[config.mk]
export PLATFORM = sky130hd
export DESIGN_NAME = least_loaded_window_dispatcher
export DESIGN_NICKNAME = d
export VERILOG_FILES = /design/src/hw/rtl/llwd_pkg.sv /design/src/hw/rtl/llwd_wmem.sv /design/src/hw/rtl/llwd_tmem.sv /design/src/hw/rtl/least_loaded_window_dispatcher.sv
export SDC_FILE = /design/constraint.sdc
export NUM_CORES = 1
export LEC_CHECK = 0
export BUFFER_PORTS_ARGS = -buffer_cell sky130_fd_sc_hd__buf_2
export CAP_MARGIN = 20
export CORE_ASPECT_RATIO = 1.5
export CORE_MARGIN = 10
export CORE_UTILIZATION = 45
export DETAILED_ROUTE_END_ITERATION = 10
export GPL_TIMING_DRIVEN = 0
export SLEW_MARGIN = 20
export SYNTH_ARGS = -nofsm -noshare
export SYNTH_HDL_FRONTEND = slang
export SYNTH_SLANG_ARGS = --single-unit
[constraint.sdc]
create_clock -name clk -period 8.1 [get_ports clk]
set_input_delay 0.405 -clock clk [delete_from_list [all_inputs] [get_ports clk]]
set_output_delay 0.405 -clock clk [all_outputs]
set_load 0.005 [all_outputs]
[src/hw/rtl/llwd_pkg.sv]
// ----------------------------------------------------------------------------
// llwd_pkg
// Shared widths, codes, state type and window entry layout for the dispatcher.
// ----------------------------------------------------------------------------
`default_nettype none

package llwd_pkg;

  localparam int MAX_WINDOWS_DEF = 4;
  localparam int QUEUE_DEPTH_DEF = 8;

  localparam int LOAD_W   = 24;
  localparam int CNT_W    = 4;
  localparam int TICKET_W = 10;
  localparam int STIME_W  = 16;
  localparam int CFG_W    = 3;
  localparam int KIND_W   = 2;
  localparam int WIN_W    = 2;

  localparam logic [LOAD_W-1:0] LOAD_MAX = '1;

  localparam logic OP_ENQUEUE = 1'b0;
  localparam logic OP_DRAIN   = 1'b1;

  localparam logic [KIND_W-1:0] KIND_ASSIGNED = 2'd0;
  localparam logic [KIND_W-1:0] KIND_HEADER   = 2'd1;
  localparam logic [KIND_W-1:0] KIND_DRAINED  = 2'd2;
  localparam logic [KIND_W-1:0] KIND_REJECTED = 2'd3;

  typedef enum logic [2:0] {
    ST_IDLE,
    ST_SCAN,
    ST_DECIDE,
    ST_D_RDW,
    ST_D_HDR,
    ST_D_TKT
  } state_t;

  typedef struct packed {
    logic [CNT_W-1:0]  cnt;
    logic [LOAD_W-1:0] load;
  } win_entry_t;

endpackage

`default_nettype wire

[src/hw/rtl/llwd_wmem.sv]
// ----------------------------------------------------------------------------
// llwd_wmem
// Window state memory: load and queue count per window, registered read,
// per-entry valid bits so that a cleared entry reads as zero.
// ----------------------------------------------------------------------------
`default_nettype none

module llwd_wmem #(
  parameter int MAX_WINDOWS = llwd_pkg::MAX_WINDOWS_DEF,
  parameter int WW          = (MAX_WINDOWS > 1) ? $clog2(MAX_WINDOWS) : 1
) (
  input  wire logic                clk,
  input  wire logic                rst_n,
  input  wire logic                clr,
  input  wire logic                we,
  input  wire logic [WW-1:0]       waddr,
  input  wire llwd_pkg::win_entry_t wdata,
  input  wire logic                re,
  input  wire logic [WW-1:0]       raddr,
  output llwd_pkg::win_entry_t     rdata
);
  import llwd_pkg::*;

  win_entry_t             mem [MAX_WINDOWS];
  logic [MAX_WINDOWS-1:0] valid_r;
  win_entry_t             rdata_r;
  logic                   rvalid_r;

  always_ff @(posedge clk) begin
    if (we) begin
      mem[waddr] <= wdata;
    end
    if (re) begin
      rdata_r  <= mem[raddr];
      rvalid_r <= valid_r[raddr];
    end
  end

  always_ff @(posedge clk) begin
    if (!rst_n || clr) begin
      valid_r <= '0;
    end else if (we) begin
      valid_r[waddr] <= 1'b1;
    end
  end

  assign rdata = rvalid_r ? rdata_r : '0;

endmodule

`default_nettype wire

[src/hw/rtl/llwd_tmem.sv]
// ----------------------------------------------------------------------------
// llwd_tmem
// Ticket store: one row of queue entries per window, registered read.
// ----------------------------------------------------------------------------
`default_nettype none

module llwd_tmem #(
  parameter int MAX_WINDOWS = llwd_pkg::MAX_WINDOWS_DEF,
  parameter int QUEUE_DEPTH = llwd_pkg::QUEUE_DEPTH_DEF,
  parameter int TDEPTH      = MAX_WINDOWS * QUEUE_DEPTH,
  parameter int TAW         = (TDEPTH > 1) ? $clog2(TDEPTH) : 1
) (
  input  wire logic                          clk,
  input  wire logic                          we,
  input  wire logic [TAW-1:0]                waddr,
  input  wire logic [llwd_pkg::TICKET_W-1:0] wdata,
  input  wire logic                          re,
  input  wire logic [TAW-1:0]                raddr,
  output logic [llwd_pkg::TICKET_W-1:0]      rdata
);
  import llwd_pkg::*;

  logic [TICKET_W-1:0] mem [TDEPTH];
  logic [TICKET_W-1:0] rdata_r;

  always_ff @(posedge clk) begin
    if (we) begin
      mem[waddr] <= wdata;
    end
    if (re) begin
      rdata_r <= mem[raddr];
    end
  end

  assign rdata = rdata_r;

endmodule

`default_nettype wire

[src/hw/rtl/least_loaded_window_dispatcher.sv]
// ----------------------------------------------------------------------------
// least_loaded_window_dispatcher
// Least-loaded ticket dispatch with a FIFO per window, streaming ports.
// ----------------------------------------------------------------------------
// Enqueue: one window load read per cycle during the minimum search over the n
//   windows in use, then the decision; no new input until the result is written.
// Drain: per window in use a load read and a header, then its tickets from the
//   ticket memory; no new input until it ends; output stalls extend any of these.
// Reset (rst_n low, synchronous): state machine idle, output empty, register
//   back to 1, window valid bits cleared at once; no clearing pass.
`default_nettype none

module least_loaded_window_dispatcher #(
  parameter int MAX_WINDOWS = llwd_pkg::MAX_WINDOWS_DEF,
  parameter int QUEUE_DEPTH = llwd_pkg::QUEUE_DEPTH_DEF
) (
  input  wire logic                       clk,
  input  wire logic                       rst_n,
  input  wire logic                       cfg_we,
  input  wire logic [llwd_pkg::CFG_W-1:0] cfg_wdata,
  input  wire logic                       in_tvalid,
  output logic                            in_tready,
  input  wire logic [31:0]                in_tdata,   // service_time[15:0], ticket[25:16]
  input  wire logic [0:0]                 in_tuser,   // op[0]
  output logic                            out_tvalid,
  input  wire logic                       out_tready,
  output logic [39:0]                     out_tdata,  // window[1:0], load[25:2], ticket_out[35:26]
  output logic [1:0]                      out_tuser,  // kind[1:0]
  output logic                            out_tlast
);
  import llwd_pkg::*;

  localparam int WW     = (MAX_WINDOWS > 1) ? $clog2(MAX_WINDOWS) : 1;
  localparam int NW     = $clog2(MAX_WINDOWS + 1);
  localparam int TDEPTH = MAX_WINDOWS * QUEUE_DEPTH;
  localparam int TAW    = (TDEPTH > 1) ? $clog2(TDEPTH) : 1;

  state_t state_r, state_nxt;

  logic [CFG_W-1:0]    cfg_r;
  logic [NW-1:0]       n_cfg;
  logic [WW-1:0]       nl_r, nl_nxt;
  logic [WW-1:0]       idx_r, idx_nxt;
  logic [WW-1:0]       best_r, best_nxt;
  logic [LOAD_W-1:0]   best_load_r, best_load_nxt;
  logic [CNT_W-1:0]    best_cnt_r, best_cnt_nxt;
  logic [STIME_W-1:0]  stime_r, stime_nxt;
  logic [TICKET_W-1:0] tick_r, tick_nxt;
  logic [LOAD_W-1:0]   load_r, load_nxt;
  logic [CNT_W-1:0]    cnt_r, cnt_nxt;
  logic [CNT_W-1:0]    j_r, j_nxt;

  logic                out_valid_r, out_valid_nxt;
  logic [KIND_W-1:0]   out_kind_r, out_kind_nxt;
  logic [WIN_W-1:0]    out_win_r, out_win_nxt;
  logic [LOAD_W-1:0]   out_load_r, out_load_nxt;
  logic [TICKET_W-1:0] out_tick_r, out_tick_nxt;
  logic                out_last_r, out_last_nxt;

  logic                out_free;
  logic                emit;
  logic                last_win;
  logic                last_tkt;
  logic [LOAD_W:0]     sum;
  logic [LOAD_W-1:0]   sat_load;

  logic                wm_clr, wm_we, wm_re;
  logic [WW-1:0]       wm_waddr, wm_raddr;
  win_entry_t          wm_wdata, wm_rdata;
  logic                tm_we, tm_re;
  logic [TAW-1:0]      tm_waddr, tm_raddr;
  logic [TICKET_W-1:0] tm_rdata;

  llwd_wmem #(
    .MAX_WINDOWS (MAX_WINDOWS),
    .WW          (WW)
  ) u_wmem (
    .clk   (clk),
    .rst_n (rst_n),
    .clr   (wm_clr),
    .we    (wm_we),
    .waddr (wm_waddr),
    .wdata (wm_wdata),
    .re    (wm_re),
    .raddr (wm_raddr),
    .rdata (wm_rdata)
  );

  llwd_tmem #(
    .MAX_WINDOWS (MAX_WINDOWS),
    .QUEUE_DEPTH (QUEUE_DEPTH),
    .TDEPTH      (TDEPTH),
    .TAW         (TAW)
  ) u_tmem (
    .clk   (clk),
    .we    (tm_we),
    .waddr (tm_waddr),
    .wdata (tick_r),
    .re    (tm_re),
    .raddr (tm_raddr),
    .rdata (tm_rdata)
  );

  // clamp the window count to 1..MAX_WINDOWS
  always_comb begin
    if (cfg_r == '0) begin
      n_cfg = NW'(1);
    end else if ({1'b0, cfg_r} > (CFG_W + 1)'(MAX_WINDOWS)) begin
      n_cfg = NW'(MAX_WINDOWS);
    end else begin
      n_cfg = NW'(cfg_r);
    end
  end

  assign out_free = !out_valid_r || out_tready;
  assign last_win = (idx_r == nl_r);
  assign last_tkt = (CNT_W'(j_r + 1'b1) == cnt_r);
  assign sum      = {1'b0, best_load_r} + (LOAD_W + 1)'(stime_r);
  assign sat_load = sum[LOAD_W] ? LOAD_MAX : sum[LOAD_W-1:0];

  // next state
  always_comb begin
    state_nxt = state_r;
    case (state_r)
      ST_IDLE: begin
        if (in_tvalid) begin
          state_nxt = (in_tuser[0] == OP_DRAIN) ? ST_D_RDW : ST_SCAN;
        end
      end
      ST_SCAN: begin
        if (last_win) begin
          state_nxt = ST_DECIDE;
        end
      end
      ST_DECIDE: begin
        if (out_free) begin
          state_nxt = ST_IDLE;
        end
      end
      ST_D_RDW: begin
        state_nxt = ST_D_HDR;
      end
      ST_D_HDR: begin
        if (out_free) begin
          if (cnt_r != '0) begin
            state_nxt = ST_D_TKT;
          end else begin
            state_nxt = last_win ? ST_IDLE : ST_D_RDW;
          end
        end
      end
      ST_D_TKT: begin
        if (out_free && last_tkt) begin
          state_nxt = last_win ? ST_IDLE : ST_D_RDW;
        end
      end
      default: begin
        state_nxt = ST_IDLE;
      end
    endcase
  end

  // outputs and datapath
  always_comb begin
    in_tready     = 1'b0;
    wm_clr        = 1'b0;
    wm_we         = 1'b0;
    wm_waddr      = best_r;
    wm_wdata      = '{cnt: CNT_W'(best_cnt_r + 1'b1), load: sat_load};
    wm_re         = 1'b0;
    wm_raddr      = WW'(idx_r + 1'b1);
    tm_we         = 1'b0;
    tm_waddr      = TAW'(best_r) * TAW'(QUEUE_DEPTH) + TAW'(best_cnt_r);
    tm_re         = 1'b0;
    tm_raddr      = TAW'(idx_r) * TAW'(QUEUE_DEPTH) + TAW'(j_r);
    emit          = 1'b0;
    nl_nxt        = nl_r;
    idx_nxt       = idx_r;
    best_nxt      = best_r;
    best_load_nxt = best_load_r;
    best_cnt_nxt  = best_cnt_r;
    stime_nxt     = stime_r;
    tick_nxt      = tick_r;
    load_nxt      = load_r;
    cnt_nxt       = cnt_r;
    j_nxt         = j_r;
    out_kind_nxt  = out_kind_r;
    out_win_nxt   = out_win_r;
    out_load_nxt  = out_load_r;
    out_tick_nxt  = out_tick_r;
    out_last_nxt  = out_last_r;
    case (state_r)
      ST_IDLE: begin
        in_tready = 1'b1;
        if (in_tvalid) begin
          wm_re     = 1'b1;
          wm_raddr  = '0;
          idx_nxt   = '0;
          nl_nxt    = WW'(n_cfg - 1'b1);
          stime_nxt = in_tdata[STIME_W-1:0];
          tick_nxt  = in_tdata[STIME_W +: TICKET_W];
        end
      end
      ST_SCAN: begin
        if (idx_r == '0 || wm_rdata.load < best_load_r) begin
          best_nxt      = idx_r;
          best_load_nxt = wm_rdata.load;
          best_cnt_nxt  = wm_rdata.cnt;
        end
        if (!last_win) begin
          wm_re   = 1'b1;
          idx_nxt = WW'(idx_r + 1'b1);
        end
      end
      ST_DECIDE: begin
        if (out_free) begin
          emit         = 1'b1;
          out_win_nxt  = WIN_W'(best_r);
          out_tick_nxt = tick_r;
          out_last_nxt = 1'b1;
          if (best_cnt_r >= CNT_W'(QUEUE_DEPTH)) begin
            out_kind_nxt = KIND_REJECTED;
            out_load_nxt = best_load_r;
          end else begin
            wm_we        = 1'b1;
            tm_we        = 1'b1;
            out_kind_nxt = KIND_ASSIGNED;
            out_load_nxt = sat_load;
          end
        end
      end
      ST_D_RDW: begin
        load_nxt = wm_rdata.load;
        cnt_nxt  = (wm_rdata.cnt > CNT_W'(QUEUE_DEPTH)) ? CNT_W'(QUEUE_DEPTH) : wm_rdata.cnt;
      end
      ST_D_HDR: begin
        if (out_free) begin
          emit         = 1'b1;
          out_kind_nxt = KIND_HEADER;
          out_win_nxt  = WIN_W'(idx_r);
          out_load_nxt = load_r;
          out_tick_nxt = '0;
          out_last_nxt = last_win && (cnt_r == '0);
          if (cnt_r != '0) begin
            tm_re    = 1'b1;
            tm_raddr = TAW'(idx_r) * TAW'(QUEUE_DEPTH);
            j_nxt    = '0;
          end else if (last_win) begin
            wm_clr = 1'b1;
          end else begin
            wm_re   = 1'b1;
            idx_nxt = WW'(idx_r + 1'b1);
          end
        end
      end
      ST_D_TKT: begin
        if (out_free) begin
          emit         = 1'b1;
          out_kind_nxt = KIND_DRAINED;
          out_win_nxt  = WIN_W'(idx_r);
          out_load_nxt = load_r;
          out_tick_nxt = tm_rdata;
          out_last_nxt = last_win && last_tkt;
          if (!last_tkt) begin
            tm_re    = 1'b1;
            tm_raddr = TAW'(idx_r) * TAW'(QUEUE_DEPTH) + TAW'(j_r + 1'b1);
            j_nxt    = CNT_W'(j_r + 1'b1);
          end else if (last_win) begin
            wm_clr = 1'b1;
          end else begin
            wm_re   = 1'b1;
            idx_nxt = WW'(idx_r + 1'b1);
          end
        end
      end
      default: begin
      end
    endcase
    out_valid_nxt = emit ? 1'b1 : (out_tready ? 1'b0 : out_valid_r);
  end

  always_ff @(posedge clk) begin
    if (!rst_n) begin
      state_r     <= ST_IDLE;
      out_valid_r <= 1'b0;
      cfg_r       <= CFG_W'(1);
    end else begin
      state_r     <= state_nxt;
      out_valid_r <= out_valid_nxt;
      if (cfg_we) begin
        cfg_r <= cfg_wdata;
      end
    end
  end

  always_ff @(posedge clk) begin
    nl_r        <= nl_nxt;
    idx_r       <= idx_nxt;
    best_r      <= best_nxt;
    best_load_r <= best_load_nxt;
    best_cnt_r  <= best_cnt_nxt;
    stime_r     <= stime_nxt;
    tick_r      <= tick_nxt;
    load_r      <= load_nxt;
    cnt_r       <= cnt_nxt;
    j_r         <= j_nxt;
    out_kind_r  <= out_kind_nxt;
    out_win_r   <= out_win_nxt;
    out_load_r  <= out_load_nxt;
    out_tick_r  <= out_tick_nxt;
    out_last_r  <= out_last_nxt;
  end

  assign out_tvalid = out_valid_r;
  assign out_tdata  = {4'b0, out_tick_r, out_load_r, out_win_r};
  assign out_tuser  = out_kind_r;
  assign out_tlast  = out_last_r;

  a_last_returns_idle: assert property (@(posedge clk) disable iff (!rst_n)
    emit && out_last_nxt |=> state_r == ST_IDLE)
    else $error("final result not followed by idle");

  a_emit_needs_room: assert property (@(posedge clk) disable iff (!rst_n)
    emit |-> out_free)
    else $error("result written over a pending one");

  a_scan_in_range: assert property (@(posedge clk) disable iff (!rst_n)
    state_r == ST_SCAN |-> idx_r <= nl_r)
    else $error("scan index beyond last window");

  a_drain_count: assert property (@(posedge clk) disable iff (!rst_n)
    state_r == ST_D_TKT |-> j_r < cnt_r)
    else $error("drained ticket beyond queue count");

  a_no_mem_overlap: assert property (@(posedge clk) disable iff (!rst_n)
    wm_we |-> !wm_re && !wm_clr)
    else $error("window memory write overlaps read or clear");

endmodule

`default_nettype wire

==> flow_summary.ini <==
[pwr]
p_per_area_mw_per_mm2 = 352.9
peakVddDrop_mv = 0.1736
power.leakage_nw = 10.78

[timing]
rsz0062_at_grt = no
timing.hold.ws_ps = 49.05
tightest_slew_ps = 1116
layout_min_cycle_time_ps = 4553
clock_skew_ps = 23.47
hold_viol = 0
min_period_over_period_pct = 56.21
setup_violations = 0
max_freq_mhz = 219.6
slew_headroom_pct = 25.34
maxSlewViolCount = 0
finalSetupTns_ps = 0

[die]
dieArea_mm2 = 0.06775
die_w_um = 215.9
core_mm2 = 0.05690
die_h_um = 313.8
row_count = 107
initial_utilization_pct = 45.52
ios = 86

[route]
vias = 15411
viasPerCell = 5.588
drt-pass1-iter-count = 5
drt_wl_total_um = 71390
postRouteAntennaNets = 0
route.detailed.drc = 0
drtIter0Drc = 1027
wl_per_cell_um = 25.89

[placed_design]
dp_hpwl_um = 51260
gp_congestion = 0.9827
port_buffers = 75
dp.cells = 2621

[layout]
instances_no_fill = 2758
nNetsFinal = 2036
regArea_mm2 = 0.01830
multiInputGateArea_mm2 = 0.007129
antenna_cells = 0
fin_util_pct = 52.71
synthToLayoutAreaGrowth_pct = 15.79
final.fill_count = 4708
drive_gt1_share_pct = 12.58

[critical_path]
crit_required_ps = 8430
cp-end-kind = flip-flop
criticalPathCategory = flip-flop to flip-flop
critPathMaxFanout = 11
worst_ep_arrival_time_ps = 4880
worst_setup_path_start_kind = flip-flop
r2r_cells = 12

[global_routing]
grt_pass1_vias = 15990
antenna_found_initial = 0
grt_start_max_net_pins = 34
grt_pass1_wl_um = 104000
grt.total_usage_pct = 20.72
gr-total-overflow = 0

[run_status]
status = finished clean

[synth]
ys_async_sr_fraction_pct = 0
synth_top_area_share_pct = 69.80
yosysTopAreaCell = edfxtp_1
syn_area_per_cell_um2 = 14.73
netlist_instances = 1758
synth.most_common_cell = edfxtp_1
yosysWarnings = 0
synth.distinct_cells = 66
synth_edf_count = 602
syn_area_mm2 = 0.02590
yosysSeqAreaShare_pct = 70.65
ys.flop_type = edfxtp_1
synth_area_leaders = edfxtp_1 (70%), mux2i_1 (8.3%), nand2_1 (3.1%)
netlist_top_cells_count = edfxtp_1 (602), mux2i_1 (214), nand2_1 (211)
ys_seq_elements = 613

[clock_tree]
cts.path.max_buffers = 3
cts_tree = yes
clk-insertion-delay-late_ps = 640
post_cts_buffers = 0
cts.clk_slew.worst_paths_ps = 70
cts.sinks = 613
clock-root-buffer = clkbuf_16
htree_levels = 2
numCtsBuffers = 56

[run]
cap_violations = 0

[worst_hold_path]
holdCritPathClass = primary input to flip-flop
hold_depth = 3
[logic make-up after synthesis]
group | synth area share, %
DFF | 70.65
and+or+nand+nor | 8.251
AOI/OAI and AO/OA | 7.237
muxes | 8.415
buffers and inverters | 2.106
adders and majority gates | 2.348
xor gates and xnor gates | 0.9807
other | 0.01448
[sequential cells by signal, summed over array words and instances (netlist names), 16 cells and up]
signal / flops
best_load_r: 24
load_r: 24
out_load_r: 24
stime_r: 16
u_tmem.mem: 320
u_wmem.mem: 112
u_wmem.rdata_r: 28
[path summary, 6_finish.rpt]
kind | start | to | slack, ps
setup / recovery | u_wmem.rvalid_r$_DFFE_PP_ | best_load_r[5]$_DFFE_PP_ | 3550
hold / removal | cfg_wdata[1] | cfg_r[1]$_SDFFE_PN0P_ | 50
setup reg to reg | u_wmem.rvalid_r$_DFFE_PP_ | best_load_r[5]$_DFFE_PP_ | 3550
hold reg to reg | u_wmem.valid_r[2]$_SDFFE_PP0P_ | u_wmem.valid_r[2]$_SDFFE_PP0P_ | 500
[report_power, final]
| part | switching, mW | leakage (nW) | internal, mW | total (mW) |
|---|---|---|---|---|
| Clock | 1.20 | 0.956 | 1.63 | 2.83 |
| Sequential | 0.231 | 5.57 | 4.31 | 4.54 |
| Combinational | 2.18 | 4.25 | 1.03 | 3.22 |
[timing repair]
action                                 4_1_cts  5_1_grt
gates resized for setup                      0        0
endpoints found under the hold margin       27        0
hold buffers                                27        0
[per-stage QoR]
step                      power (mW)  area [um^2]  setup WS (ps)
after floorplan                6.353        25910           3814
after global placement         7.594        27240           1064
after detailed placement       7.779        27710           3596
after CTS                      10.61        29940           3569
after global routing           11.01        29990           3397
final                          10.58        29990           3547
[final cells by class]
| type | instances | share of cell area (%) |
|---|---|---|
| clock inverter | 41 | 1.602 |
| tap | 763 | 3.183 |
| timing repair buffer | 128 | 3.684 |
| inverter | 39 | 0.4881 |
| clock buffer | 65 | 4.927 |
| buffer | 88 | 1.331 |
| sequential | 613 | 61.01 |
| multi-input combinational | 1021 | 23.77 |
[metal layers]
| metal | up-vias | share of wire [%] | track usage (%) |
|---|---|---|---|
| li1 | 7083 | - | - |
| met3 | 172 | 4.0 | 2.855 |
| met1 | 7692 | 35 | 21.25 |
| met2 | 464 | 55 | 39.54 |
| met5 | - | 0 | 0 |
| met4 | 0 | 5.7 | 11.45 |
[cells in the final DEF (no fill, tap or decap), types with 35 or more instances in the layout]
cell type / netlist / routed
clkbuf_16: 0 / 58
edfxtp_1: 602 / 602
buf_2: 25 / 100
inv_1: 39 / 37
a32oi_1: 40 / 40
and2_1: 36 / 36
a211oi_1: 35 / 35
nor2_1: 84 / 77
ha_1: 47 / 47
clkbuf_1: 49 / 56
nor2b_1: 39 / 39
a21oi_1: 38 / 37
nand2_1: 211 / 211
mux2i_1: 214 / 214
[critical path, cell delays in order, from the launching register on]
cell and delay (ps):
edfxtp_1 420, clkbuf_1 570, clkbuf_1 680, and2_1 290, ha_1 260, a21o_1 170, a21o_1 180, a21oi_1 160
nor2_1 100, a211oi_1 500, o21ai_0 230, a21oi_4 450, buf_16 220
Note: power is estimated with default switching activity, not from simulation.
